==> src/hdl/swce_pkg.sv <==
// ----------------------------------------------------------------------------
// swce_pkg
// Shared types and constants of the sparse weight change encoder.
// ----------------------------------------------------------------------------
package swce_pkg;

    localparam int MAX_CHANNELS = 64;
    localparam int CH_W         = 6;
    localparam int CFG_W        = 7;
    localparam int WEIGHT_W     = 16;
    localparam int BYTE_W       = 8;
    localparam int FRAME_W      = 16;
    localparam int PAIR_CNT_W   = 9;

    localparam logic [CFG_W-1:0]      CHANNEL_COUNT_RESET = CFG_W'(MAX_CHANNELS);
    localparam logic [PAIR_CNT_W-1:0] PAIR_SAT            = PAIR_CNT_W'(256);

    // quantiser: round(w * 255) on a q4.12 weight
    localparam int QUANT_SCALE = 255;
    localparam int QUANT_HALF  = 2048;
    localparam int PROD_W      = 25;

    // queue between front and back
    localparam int QUEUE_DEPTH = 4;
    localparam int QPTR_W      = $clog2(QUEUE_DEPTH);
    localparam int QCNT_W      = $clog2(QUEUE_DEPTH + 1);

    // input action codes
    localparam logic [1:0] ACT_SAMPLE    = 2'd0;
    localparam logic [1:0] ACT_FRAME_END = 2'd1;
    localparam logic [1:0] ACT_START     = 2'd2;

    // result kinds
    localparam logic RESULT_PAIR  = 1'b0;
    localparam logic RESULT_COUNT = 1'b1;

    typedef enum logic [1:0] {
        OP_SAMPLE,
        OP_FRAME_END,
        OP_START
    } op_kind_t;

    typedef struct packed {
        op_kind_t              kind;
        logic [CH_W-1:0]       ch;
        logic [BYTE_W-1:0]     value;
    } queue_entry_t;

endpackage

==> src/hdl/swce_front.sv <==
// ----------------------------------------------------------------------------
// swce_front
// Accepts input transactions, quantises the weight and classifies the item
// into a queue operation; ignored items are accepted and dropped here.
// ----------------------------------------------------------------------------
module swce_front (
    input  logic                                    in_valid,
    output logic                                    in_stall,
    input  logic [1:0]                              action,
    input  logic [swce_pkg::CH_W-1:0]               channel_index,
    input  logic signed [swce_pkg::WEIGHT_W-1:0]    weight_value,
    input  logic [swce_pkg::CFG_W-1:0]              channel_count,
    input  logic                                    q_full,
    output logic                                    q_push,
    output swce_pkg::queue_entry_t                  q_entry
);
    import swce_pkg::*;

    logic signed [PROD_W-1:0] rounded;
    logic [BYTE_W-1:0]        quant;
    logic                     ch_in_range;
    logic                     keep;

    always_comb
    begin
        rounded = PROD_W'(weight_value) * PROD_W'(QUANT_SCALE) + PROD_W'(QUANT_HALF);
        if (rounded[PROD_W-1])
        begin
            quant = '0;
        end
        else if (|rounded[PROD_W-2:12+BYTE_W])
        begin
            quant = '1;
        end
        else
        begin
            quant = rounded[12+BYTE_W-1:12];
        end
    end

    assign ch_in_range = ({1'b0, channel_index} < channel_count)
                      && ({1'b0, channel_index} < CFG_W'(MAX_CHANNELS));

    always_comb
    begin
        keep          = 1'b0;
        q_entry.kind  = OP_SAMPLE;
        q_entry.ch    = channel_index;
        q_entry.value = quant;
        case (action)
            ACT_SAMPLE:
            begin
                keep = ch_in_range;
            end
            ACT_FRAME_END:
            begin
                keep         = 1'b1;
                q_entry.kind = OP_FRAME_END;
            end
            ACT_START:
            begin
                keep         = 1'b1;
                q_entry.kind = OP_START;
            end
            default:
            begin
                keep = 1'b0;
            end
        endcase
    end

    assign in_stall = q_full;
    assign q_push   = in_valid && !q_full && keep;

endmodule

==> src/hdl/swce_queue.sv <==
// ----------------------------------------------------------------------------
// swce_queue
// Short register queue that decouples the front from the back.
// ----------------------------------------------------------------------------
module swce_queue (
    input  logic                    clk,
    input  logic                    rst_n,
    input  logic                    push,
    input  swce_pkg::queue_entry_t  push_entry,
    input  logic                    pop,
    output swce_pkg::queue_entry_t  head,
    output logic                    empty,
    output logic                    full
);
    import swce_pkg::*;

    queue_entry_t           entries_reg [QUEUE_DEPTH];
    logic [QPTR_W-1:0]      wr_ptr_reg;
    logic [QPTR_W-1:0]      rd_ptr_reg;
    logic [QCNT_W-1:0]      count_reg;
    logic [QCNT_W-1:0]      count_next;

    assign head  = entries_reg[rd_ptr_reg];
    assign empty = (count_reg == '0);
    assign full  = (count_reg == QCNT_W'(QUEUE_DEPTH));

    always_comb
    begin
        count_next = count_reg;
        if (push && !pop)
        begin
            count_next = count_reg + 1'b1;
        end
        else if (pop && !push)
        begin
            count_next = count_reg - 1'b1;
        end
    end

    always_ff @(posedge clk or negedge rst_n)
    begin
        if (!rst_n)
        begin
            wr_ptr_reg <= '0;
            rd_ptr_reg <= '0;
            count_reg  <= '0;
        end
        else
        begin
            if (push)
            begin
                wr_ptr_reg <= wr_ptr_reg + 1'b1;
            end
            if (pop)
            begin
                rd_ptr_reg <= rd_ptr_reg + 1'b1;
            end
            count_reg <= count_next;
        end
    end

    always_ff @(posedge clk)
    begin
        if (push)
        begin
            entries_reg[wr_ptr_reg] <= push_entry;
        end
    end

endmodule

==> src/hdl/swce_back.sv <==
// ----------------------------------------------------------------------------
// swce_back
// Executes queued operations against the per-channel history memory and
// the frame counters, and holds the output register.
// ----------------------------------------------------------------------------
module swce_back (
    input  logic                            clk,
    input  logic                            rst_n,
    input  logic                            q_empty,
    input  swce_pkg::queue_entry_t          q_head,
    output logic                            q_pop,
    output logic                            out_valid,
    input  logic                            out_stall,
    output logic                            result_kind,
    output logic [swce_pkg::CH_W-1:0]       pair_index,
    output logic [swce_pkg::BYTE_W-1:0]     pair_value,
    output logic [swce_pkg::BYTE_W-1:0]     frame_pairs,
    output logic [swce_pkg::FRAME_W-1:0]    frame_number,
    output logic                            count_overflow
);
    import swce_pkg::*;

    // history word: older byte above, newer byte below
    logic [2*BYTE_W-1:0]        hist_mem [MAX_CHANNELS];
    logic [MAX_CHANNELS-1:0]    hist_valid_reg;
    logic [2*BYTE_W-1:0]        rd_word_reg;

    logic                       s2_valid_reg;
    queue_entry_t               s2_op_reg;

    // write made at the edge the current operation read the memory
    logic                       fwd_valid_reg;
    logic [CH_W-1:0]            fwd_ch_reg;
    logic [2*BYTE_W-1:0]        fwd_word_reg;

    logic [PAIR_CNT_W-1:0]      pair_counter_reg;
    logic [FRAME_W-1:0]         frame_counter_reg;

    logic                       out_valid_reg;
    logic                       result_kind_reg;
    logic [CH_W-1:0]            pair_index_reg;
    logic [BYTE_W-1:0]          pair_value_reg;
    logic [BYTE_W-1:0]          frame_pairs_reg;
    logic [FRAME_W-1:0]         frame_number_reg;
    logic                       count_overflow_reg;

    logic [2*BYTE_W-1:0]        hist_word;
    logic [BYTE_W-1:0]          older;
    logic [BYTE_W-1:0]          newer;
    logic                       is_sample;
    logic                       is_frame_end;
    logic                       is_start;
    logic                       changed;
    logic                       emits;
    logic                       out_free;
    logic                       s2_fire;
    logic                       wr_en;
    logic [2*BYTE_W-1:0]        wr_word;
    logic [PAIR_CNT_W-1:0]      pair_counter_next;

    always_comb
    begin
        if (fwd_valid_reg && (fwd_ch_reg == s2_op_reg.ch))
        begin
            hist_word = fwd_word_reg;
        end
        else if (hist_valid_reg[s2_op_reg.ch])
        begin
            hist_word = rd_word_reg;
        end
        else
        begin
            hist_word = '0;
        end
    end

    assign older        = hist_word[2*BYTE_W-1:BYTE_W];
    assign newer        = hist_word[BYTE_W-1:0];
    assign is_sample    = (s2_op_reg.kind == OP_SAMPLE);
    assign is_frame_end = (s2_op_reg.kind == OP_FRAME_END);
    assign is_start     = (s2_op_reg.kind == OP_START);
    assign changed      = !((older == s2_op_reg.value) && (newer == s2_op_reg.value));
    assign emits        = (is_sample && changed) || is_frame_end;
    assign out_free     = !out_valid_reg || !out_stall;
    assign s2_fire      = s2_valid_reg && (!emits || out_free);
    assign wr_en        = s2_fire && is_sample && changed;
    assign wr_word      = {newer, s2_op_reg.value};
    assign q_pop        = !q_empty && (!s2_valid_reg || s2_fire);

    always_comb
    begin
        pair_counter_next = pair_counter_reg;
        if (pair_counter_reg < PAIR_SAT)
        begin
            pair_counter_next = pair_counter_reg + 1'b1;
        end
    end

    // history memory: one write port, one registered read port
    always_ff @(posedge clk)
    begin
        if (wr_en)
        begin
            hist_mem[s2_op_reg.ch] <= wr_word;
        end
        if (q_pop)
        begin
            rd_word_reg <= hist_mem[q_head.ch];
        end
    end

    always_ff @(posedge clk)
    begin
        if (q_pop)
        begin
            s2_op_reg    <= q_head;
            fwd_ch_reg   <= s2_op_reg.ch;
            fwd_word_reg <= wr_word;
        end
        if (s2_fire && emits)
        begin
            result_kind_reg    <= is_frame_end ? RESULT_COUNT : RESULT_PAIR;
            pair_index_reg     <= is_frame_end ? '0 : s2_op_reg.ch;
            pair_value_reg     <= is_frame_end ? '0 : s2_op_reg.value;
            frame_pairs_reg    <= !is_frame_end ? '0
                                : (pair_counter_reg[PAIR_CNT_W-1] ? '1
                                   : pair_counter_reg[BYTE_W-1:0]);
            frame_number_reg   <= is_frame_end ? frame_counter_reg : '0;
            count_overflow_reg <= is_frame_end && (pair_counter_reg >= PAIR_SAT);
        end
    end

    always_ff @(posedge clk or negedge rst_n)
    begin
        if (!rst_n)
        begin
            s2_valid_reg      <= 1'b0;
            fwd_valid_reg     <= 1'b0;
            hist_valid_reg    <= '0;
            pair_counter_reg  <= '0;
            frame_counter_reg <= '0;
            out_valid_reg     <= 1'b0;
        end
        else
        begin
            if (q_pop)
            begin
                s2_valid_reg  <= 1'b1;
                fwd_valid_reg <= wr_en;
            end
            else if (s2_fire)
            begin
                s2_valid_reg <= 1'b0;
            end

            if (s2_fire && emits)
            begin
                out_valid_reg <= 1'b1;
            end
            else if (!out_stall)
            begin
                out_valid_reg <= 1'b0;
            end

            if (s2_fire)
            begin
                if (is_start)
                begin
                    hist_valid_reg    <= '0;
                    pair_counter_reg  <= '0;
                    frame_counter_reg <= '0;
                end
                else if (is_frame_end)
                begin
                    pair_counter_reg  <= '0;
                    frame_counter_reg <= frame_counter_reg + 1'b1;
                end
                else if (changed)
                begin
                    hist_valid_reg[s2_op_reg.ch] <= 1'b1;
                    pair_counter_reg             <= pair_counter_next;
                end
            end
        end
    end

    assign out_valid      = out_valid_reg;
    assign result_kind    = result_kind_reg;
    assign pair_index     = pair_index_reg;
    assign pair_value     = pair_value_reg;
    assign frame_pairs    = frame_pairs_reg;
    assign frame_number   = frame_number_reg;
    assign count_overflow = count_overflow_reg;

    a_pair_counter_bound: assert property (
        @(posedge clk) disable iff (!rst_n)
        pair_counter_reg <= PAIR_SAT
    ) else $error("pair counter beyond saturation");

    a_overflow_saturates: assert property (
        @(posedge clk) disable iff (!rst_n)
        out_valid_reg && (result_kind_reg == RESULT_COUNT) && count_overflow_reg
            |-> (frame_pairs_reg == '1)
    ) else $error("overflow reported without saturated count");

    a_pair_fields_clear: assert property (
        @(posedge clk) disable iff (!rst_n)
        out_valid_reg && (result_kind_reg == RESULT_PAIR)
            |-> (frame_pairs_reg == '0) && (frame_number_reg == '0) && !count_overflow_reg
    ) else $error("pair result carries frame fields");

    a_start_clears: assert property (
        @(posedge clk) disable iff (!rst_n)
        s2_fire && is_start
            |=> (hist_valid_reg == '0) && (pair_counter_reg == '0)
                && (frame_counter_reg == '0)
    ) else $error("start did not clear history and counters");

endmodule

==> src/hdl/sparse_weight_change_encoder_top.sv <==
// ----------------------------------------------------------------------------
// sparse_weight_change_encoder_top
// Quantises channel weights and emits changed (index, value) pairs and a
// per-frame pair count.
// ----------------------------------------------------------------------------
// path: queue entry, back-part operation register, then the output register
// throughput: one transaction per cycle unless stalled, set by the history
//   read-modify-write in the back part with write forwarding
// reset: history, counters and queue are cleared at once; channel_count
//   returns to 64; the block accepts input as soon as reset is released
module sparse_weight_change_encoder_top (
    input  logic                                    clk,
    input  logic                                    rst_n,
    input  logic                                    cfg_we,
    input  logic [swce_pkg::CFG_W-1:0]              cfg_wdata,
    input  logic                                    in_valid,
    output logic                                    in_stall,
    input  logic [1:0]                              action,
    input  logic [swce_pkg::CH_W-1:0]               channel_index,
    input  logic signed [swce_pkg::WEIGHT_W-1:0]    weight_value,
    output logic                                    out_valid,
    input  logic                                    out_stall,
    output logic                                    result_kind,
    output logic [swce_pkg::CH_W-1:0]               pair_index,
    output logic [swce_pkg::BYTE_W-1:0]             pair_value,
    output logic [swce_pkg::BYTE_W-1:0]             frame_pairs,
    output logic [swce_pkg::FRAME_W-1:0]            frame_number,
    output logic                                    count_overflow
);
    import swce_pkg::*;

    logic [CFG_W-1:0]   channel_count_reg;
    logic               q_push;
    logic               q_pop;
    logic               q_full;
    logic               q_empty;
    queue_entry_t       q_entry;
    queue_entry_t       q_head;

    always_ff @(posedge clk or negedge rst_n)
    begin
        if (!rst_n)
        begin
            channel_count_reg <= CHANNEL_COUNT_RESET;
        end
        else if (cfg_we)
        begin
            channel_count_reg <= cfg_wdata;
        end
    end

    swce_front u_front (
        .in_valid      (in_valid),
        .in_stall      (in_stall),
        .action        (action),
        .channel_index (channel_index),
        .weight_value  (weight_value),
        .channel_count (channel_count_reg),
        .q_full        (q_full),
        .q_push        (q_push),
        .q_entry       (q_entry)
    );

    swce_queue u_queue (
        .clk        (clk),
        .rst_n      (rst_n),
        .push       (q_push),
        .push_entry (q_entry),
        .pop        (q_pop),
        .head       (q_head),
        .empty      (q_empty),
        .full       (q_full)
    );

    swce_back u_back (
        .clk            (clk),
        .rst_n          (rst_n),
        .q_empty        (q_empty),
        .q_head         (q_head),
        .q_pop          (q_pop),
        .out_valid      (out_valid),
        .out_stall      (out_stall),
        .result_kind    (result_kind),
        .pair_index     (pair_index),
        .pair_value     (pair_value),
        .frame_pairs    (frame_pairs),
        .frame_number   (frame_number),
        .count_overflow (count_overflow)
    );

endmodule

==> config.mk <==
export PLATFORM = sky130hd
export DESIGN_NAME = sparse_weight_change_encoder_top
export DESIGN_NICKNAME = d
export VERILOG_FILES = /design/src/hdl/swce_pkg.sv /design/src/hdl/swce_front.sv /design/src/hdl/swce_queue.sv /design/src/hdl/swce_back.sv /design/src/hdl/sparse_weight_change_encoder_top.sv
export SDC_FILE = /design/constraint.sdc
export NUM_CORES = 2
export LEC_CHECK = 0
export CORE_MARGIN = 1
export CORE_UTILIZATION = 25
export DETAILED_ROUTE_END_ITERATION = 8
export DONT_BUFFER_PORTS = 1
export GPL_TIMING_DRIVEN = 0
export MAX_ROUTING_LAYER = met4
export PLACE_DENSITY = 0.38
export SKIP_CTS_REPAIR_TIMING = 1
export SLEW_MARGIN = 10
export SYNTH_ARGS = -nofsm -noshare
export SYNTH_HDL_FRONTEND = slang
export SYNTH_SLANG_ARGS = --single-unit
==> constraint.sdc <==
create_clock -name clk -period 5.1 [get_ports clk]
set_clock_uncertainty 0.05 [all_clocks]
set_input_delay 0.51 -clock clk [delete_from_list [all_inputs] [get_ports clk]]
set_output_delay 0.51 -clock clk [all_outputs]
set_load 0.01 [all_outputs]
**After elaboration in Yosys (flattened, before gate mapping)**

Memories as Yosys holds them, arrays and structs flattened. A register that Yosys moved wholly into a read port is not among the register bits.
Cells that the tools add are included.

- Equal/unequal tests: 12
- Muxes and demuxes: 31
- Reductions and logical operators: 39
- Add/sub/neg operators: 7
- Bitwise gates (word level): 1
- Shift-type cells: 0
- $mul: 1
- Magnitude comparators: 5
- Div/mod/pow operators: 0

Operators by type and width:

| operator | count |
|---|---|
| two-way mux 64 bit | 3 |
| two-way mux 16 bit | 4 |
| bitwise OR 64 bit | 1 |
| two-way mux 9 bit | 4 |
| adder 25 x 13 -> 25 bit (second input constant) | 1 |
| multiplier 16 x 9 -> 25 bit (second input constant) | 1 |
| two-way mux 8 bit | 3 |
| adder 16 x 1 -> 16 bit (second input constant) | 1 |
| == test 8 bit | 2 |
| logical AND 1 bit | 14 |
| two-way mux 1 bit | 11 |
| adder 9 x 1 -> 9 bit (second input constant) | 1 |
| greater-or-equal comparator 9 bit (second input constant) | 1 |
| logical NOT 1 bit | 9 |
| less-than comparator 9 bit (second input constant) | 1 |
| less-than comparator 6 x 7 -> 1 bit | 1 |
| less-than comparator 6 x 7 -> 1 bit (second input constant) | 1 |
| binary-select mux 1 bit (select 6 bit) | 1 |
| demux 1 bit (select 6 bit) | 1 |
| == test 6 bit | 1 |
| greater-or-equal comparator 6 x 1 -> 1 bit (second input constant) | 1 |
| two-way mux 3 bit | 2 |
| AND reduction 3 bit | 2 |
| nonzero test 2 bit | 3 |
| other kinds (18) | 26 |

- RAM bits: 1088
- Bits in read-only memories: 0
- Input port bits: 36
- Output and inout bits: 42
- Register bits after elaboration: 184
- Memories kept: 2
- Logic and storage cells: 119
- Latch bits: 0

Memories:

| name | words | bits a word | read ports | clocked after Yosys merged registers in | write ports | line | RTL |
|---|---|---|---|---|---|---|---|
| u_back.hist_mem | 64 | 16 | 1 | 1 | 1 | swce_back.sv:24 | `logic [2*BYTE_W-1:0] hist_mem [MAX_CHANNELS];` |
| u_queue.entries_reg | 4 | 16 | 1 | 0 | 1 | swce_queue.sv:17 | `queue_entry_t entries_reg [QUEUE_DEPTH];` |

**Logic depth before layout (Yosys ltp)**

- Depth in word-level cells: 17
- Mapped depth: 19
- Gate-level depth less buffers: 19

**By module**

Synthesis repeated with hierarchy kept, for this count alone.

- Cell total of the unflattened synthesis: 2773
- Area total of the unflattened synthesis: 54393.4 um^2

By module, submodules not included:

| module | area an instance (um^2) | cells each | instances | sequential area each (um^2) |
|---|---|---|---|---|
| swce_back | 47689.5 | 2261 | 1 | 35874.4 |
| swce_front | 3667.3 | 379 | 1 | 0.0 |
| swce_queue | 2743.9 | 118 | 1 | 2097.0 |
| sparse_weight_change_encoder_top | 292.8 | 15 | 1 | 176.4 |

**Worst setup path before layout**

Ideal clock, no wire load.

- Path kind: in2reg
- From: input port weight_value[4] in the netlist's numbering
- To: memory u_queue.entries_reg[0][6] in the netlist's numbering, data pin
- Arrival time: 5.384 ns
- Library setup time: 0.299 ns
- Path slack: -0.634 ns
- Path buffers: 0
- Data required time: 4.751 ns
- Cell stages on the path: 18
- Cells stage by stage: inv_1 fa_1 fa_1 inv_1 fa_1 fa_1 ha_1 ha_1 a21o_1 a21o_1 a21oi_1 o21ai_0 a211oi_1 nor3_1 o211ai_1 o221ai_1 a211oi_1 a21oi_1

RTL lines:

| what | line | RTL |
|---|---|---|
| from (decl) | sparse_weight_change_encoder_top.sv:20 | `input logic signed [swce_pkg::WEIGHT_W-1:0] weight_value,` |
| to (decl) | swce_queue.sv:17 |  |

==> run summary <==
## Final layout
- fraction of final layout cells sized beyond drive strength 1: 0.276
- utilization after layout: 0.305
- area growth from synthesis to final layout: 20.8%
- number of flip-flops in the largest register: 1024
- count of filler cells inserted in the layout: 20796
- total area of multi-input combinational cells: 15700 um^2
- sequential cell area: 38100 um^2
- final cell area excluding filler cells: 65600 um^2
- final layout net count: 3288

## Run status
- result of the run: finished clean

## Detailed routing
- met2 routed wirelength: 75200 um
- WL per Instance: 25.4 um
- uppermost routed layer: met4
- detailed-route wire length on metal 1: 68700 um
- First-pass DRT Iterations: 7
- final wirelength: 153000 um
- antenna-violating nets left: 0
- DRC violation count after routing: 0
- DR iter-0 viols: 2213
- Routed met3 length: 6350 um
- vias after detailed routing: 27636
- via density per instance: 4.57

## Logic synthesis
- cell types occupying the most area after synthesis: sky130_fd_sc_hd__edfxtp_1 65%, sky130_fd_sc_hd__mux4_2 14%, sky130_fd_sc_hd__dfrtp_1 4.8%
- post-synthesis cell type count: 86
- Synth Area in Adders: 0.0472
- syn nets: 2987
- largest family of logic cells by synthesized area: multiplexers
- Async S/R FF share, synth: 0.0823
- average footprint of a synthesized cell: 19.5 um^2
- share of the yosys chip area belonging to registers: 0.703
- leading area contributor after synthesis: sky130_fd_sc_hd__edfxtp_1
- cells after synthesis: 2790
- area of the mapped netlist: 54300 um^2
- Primary FF master, synth: sky130_fd_sc_hd__edfxtp_1
- post-synthesis mux area share: 0.153
- share of the synthesized netlist area taken by xor and xnor gates: 0.00548
- simple-gate area share of the yosys netlist: 0.0349
- number of synthesized flops with an enable pin: 1182
- portion of synthesized cell area occupied by the leading cell type: 0.654
- number of warnings reported in the yosys synthesis log: 0
- area fraction in compound gates after synthesis: 0.0365
- FF+latch count, synth: 1288

## Die
- Die X-Extent: 468 um
- die area: 219000 um^2
- placeable core area: 215000 um^2
- Die Span Y: 468 um
- io pins: 78
- Row Count: 170
- starting density of the core: 0.252

## Clocking
- clock slew at reported path FFs: 0.06 ns
- # H-tree levels: 4
- clk sinks: 1288
- CTS buffer count: 145
- Skew-Pair Late Insertion Delay: 0.78 ns
- number of buffers on the longest clock path: 3
- CTS tree: done
- Clk Tree Root Cell: sky130_fd_sc_hd__clkbuf_16

## Worst setup path
- Worst path slowest cell: sky130_fd_sc_hd__fa_2
- worst-path cell chain: clkinvlp_4 -> fa_2 -> inv_2 -> fa_1 -> fa_1 -> fa_1 -> fa_1 -> ha_1 -> o2111ai_1 -> o21ai_2 -> a211oi_4 -> buf_4 -> nor4_4 -> nor2_2 -> mux2i_2 -> a211oi_4 -> buf_6 -> a21oi_4
- Worst path most repeated cell: sky130_fd_sc_hd__fa_1
- Critical Path AT: 5.35 ns
- launch point of the worst reg-to-reg path: u_back.s2_op_reg[9]$_DFFE_PP_
- depth of the worst register-to-register path: 15
- Worst Setup Start Kind: input port
- flop-to-flop setup slack: 0.21 ns
- biggest cell delay along the critical path: 0.59 ns
- destination of the worst register-to-register timing path: u_back.hist_mem[26][7]$_DFFE_PP_
- largest fanout on the critical path: 7
- WP buf/inv: 4
- kind of critical path: in2reg
- cell class contributing the biggest share of worst-path delay: adder cells
- critical path required time: 5.52 ns
- Worst Setup End Kind: register

## STA
- setup violation total in the final timing report: 0
- final cycle utilization of the critical path: 0.968
- number of pins exceeding their max-slew limit in the final report: 0
- setup repair after global routing missed its margin: true
- maximum clock rate: 203 MHz
- slew of the pin with the lowest slew margin: 1.43 ns
- Setup TNS: 0 ns
- min Tclk post-route: 4.93 ns
- normalized max-slew margin: 0.0434
- number of failing hold endpoints at the final stage: 0

## Global routing
- number of global-route vias before repair: 29109
- number of antenna violations at the first check in global routing: 8
- maximum number of pins on one net before global-route repair: 107
- wire length of the first global-routing pass: 217000 um
- total grt overflow: 0
- total global-route track usage: 0.144

## Placed design
- half-perimeter wire length after placement: 109000 um
- Port Buf Inserts: 0
- Placed Area: 59900 um^2
- routability congestion estimate: 0.831

## Job
- count of max-cap constraint violations: 0

## Power
- power spent charging and discharging nets: 15.9 mW
- power density cells: 659 nW/um^2
- relative contribution of combinational cells to total power: 0.413
- Int Pwr: 27.3 mW
- Max IR drop VDD: 0.000349 V
- share of total power in the clock network: 0.237
- leakage dissipation: 21.8 nW
- fraction of power spent switching nets: 0.369
- part of the total power dissipated in sequential elements: 0.350

## Worst hold path
- origin of the worst min-delay path: action[1]
- endpoint of the worst hold-timing path: u_queue.wr_ptr_reg[0]$_DFFE_PN0P_
- Min-Delay Path Depth: 3
- Hold Crit Class: in2reg

[synth_stat cells (all sizes together), types with 7 or more instances]
| library cell | n |
|---|---|
| a22o | 69 |
| o2111ai | 13 |
| nor3b | 7 |
| nand2 | 72 |
| mux4 | 340 |
| nor2 | 138 |
| nand3 | 25 |
| a21o | 11 |
| nor3 | 16 |
| nand2b | 20 |
| and3 | 16 |
| or3 | 7 |
| edfxtp | 1182 |
| a31oi | 9 |
| xnor2 | 23 |
| xor2 | 11 |
| mux2 | 28 |
| dfrtp | 105 |
| mux2i | 31 |
| and2 | 27 |
| buf | 67 |
| inv | 126 |
| o21ai | 64 |
| ha | 89 |
| fa | 72 |
| clkbuf | 67 |
| a21oi | 40 |
| nor2b | 19 |
[cell usage in the layout, fill, tap and decap left out, types with 12 or more instances in the layout]
master                          count
sky130_fd_sc_hd__edfxtp_1        1182
sky130_fd_sc_hd__mux4_2           338
sky130_fd_sc_hd__clkbuf_16        151
sky130_fd_sc_hd__inv_1            122
sky130_fd_sc_hd__dfrtp_1          105
sky130_fd_sc_hd__clkbuf_1          89
sky130_fd_sc_hd__ha_1              89
sky130_fd_sc_hd__nor2_1            72
sky130_fd_sc_hd__fa_1              69
sky130_fd_sc_hd__buf_8             68
sky130_fd_sc_hd__nand2_1           67
sky130_fd_sc_hd__a22o_1            65
sky130_fd_sc_hd__o21ai_0           57
sky130_fd_sc_hd__nor2_4            34
sky130_fd_sc_hd__clkinv_1          34
sky130_fd_sc_hd__a21oi_1           32
sky130_fd_sc_hd__nor2_2            32
sky130_fd_sc_hd__mux2i_1           30
sky130_fd_sc_hd__buf_2             29
sky130_fd_sc_hd__clkinv_2          29
sky130_fd_sc_hd__buf_4             27
sky130_fd_sc_hd__and2_1            27
sky130_fd_sc_hd__buf_16            27
sky130_fd_sc_hd__mux2_2            25
sky130_fd_sc_hd__nand3_1           23
sky130_fd_sc_hd__xnor2_1           23
sky130_fd_sc_hd__nor2b_1           19
sky130_fd_sc_hd__nand2b_1          19
sky130_fd_sc_hd__dlygate4sd3_1     19
sky130_fd_sc_hd__buf_1             16
sky130_fd_sc_hd__buf_12            14
sky130_fd_sc_hd__and3_1            14
sky130_fd_sc_hd__buf_6             13
sky130_fd_sc_hd__nor3_1            13
sky130_fd_sc_hd__o2111ai_1         12
[stage by stage]
| step | std cells | setup slack (ns) | total power [mW] | hold WS (ns) |
|---|---|---|---|---|
| after global placement | 5628 | -5.52 | 31.8 | 0.170 |
| after global routing | 6043 | -0.0402 | 45.3 | 0.0178 |
| after floorplan | 2790 | -0.255 | 25.2 | 0.164 |
| final | 6047 | 0.165 | 43.2 | 0.0658 |
| after CTS | 5988 | -0.478 | 43.2 | -0.727 |
| after detailed placement | 5727 | -1.32 | 32.9 | 0.169 |
[worst max-delay path by stage]
stage / from / end / slack (ns) / depth (start not counted)
floorplan: weight_value[4] / u_queue.entries_reg[0][0]$_DFFE_PP_ / -0.26 / 18
global placement: u_back.s2_op_reg[10]$_DFFE_PP_ / u_back.hist_mem[44][9]$_DFFE_PP_ / -5.52 / 8
detailed placement: weight_value[10] / u_queue.entries_reg[1][0]$_DFFE_PP_ / -1.32 / 16
CTS: weight_value[10] / u_queue.entries_reg[0][0]$_DFFE_PP_ / -0.48 / 16
global route: weight_value[10] / u_queue.entries_reg[0][0]$_DFFE_PP_ / -0.04 / 18
finish: weight_value[10] / u_queue.entries_reg[0][0]$_DFFE_PP_ / 0.17 / 18
[cell type report]
cell class,instances,share of cell area
flip-flops and latches,1288,0.582
multi-input cells,1242,0.239
clock buffers,176,0.0591
well taps,2838,0.0542
repair buffers,154,0.0371
clock inverters,85,0.0116
plain buffers,134,0.0101
inverters,126,0.00737
diodes,4,0.000153
[power by group through the flow]
stage / clock (mW) / combinational [mW] / sequential, mW
after floorplan: 0 / 9.72 / 15.5
after global placement: 0 / 15.3 / 16.4
after detailed placement: 0 / 17.5 / 15.4
after CTS: 10.5 / 17.5 / 15.1
after global routing: 10.9 / 19.1 / 15.2
final: 10.2 / 17.8 / 15.1
[worst min-delay path: stages]
cell	delay, ns
sky130_fd_sc_hd__ha_1	0.13
sky130_fd_sc_hd__a2111oi_2	0.08
sky130_fd_sc_hd__xnor2_1	0.13
[metal layers]
layer / vias to the layer above / GRT usage
li1: 11869 / -
met1: 14877 / 0.188
met2: 701 / 0.235
met3: 189 / 0.0225
met4: 0 / 0.0338
met5: - / -
[logic make-up after synthesis]
logic type	after synthesis
AOI/OAI and AO/OA	271
xor gates and xnor gates	34
adders and majority gates	162
buffers and inverters	260
DFF	1288
muxes	399
and+or+nand+nor	376
No activity file was read; power rests on OpenSTA's default activity.
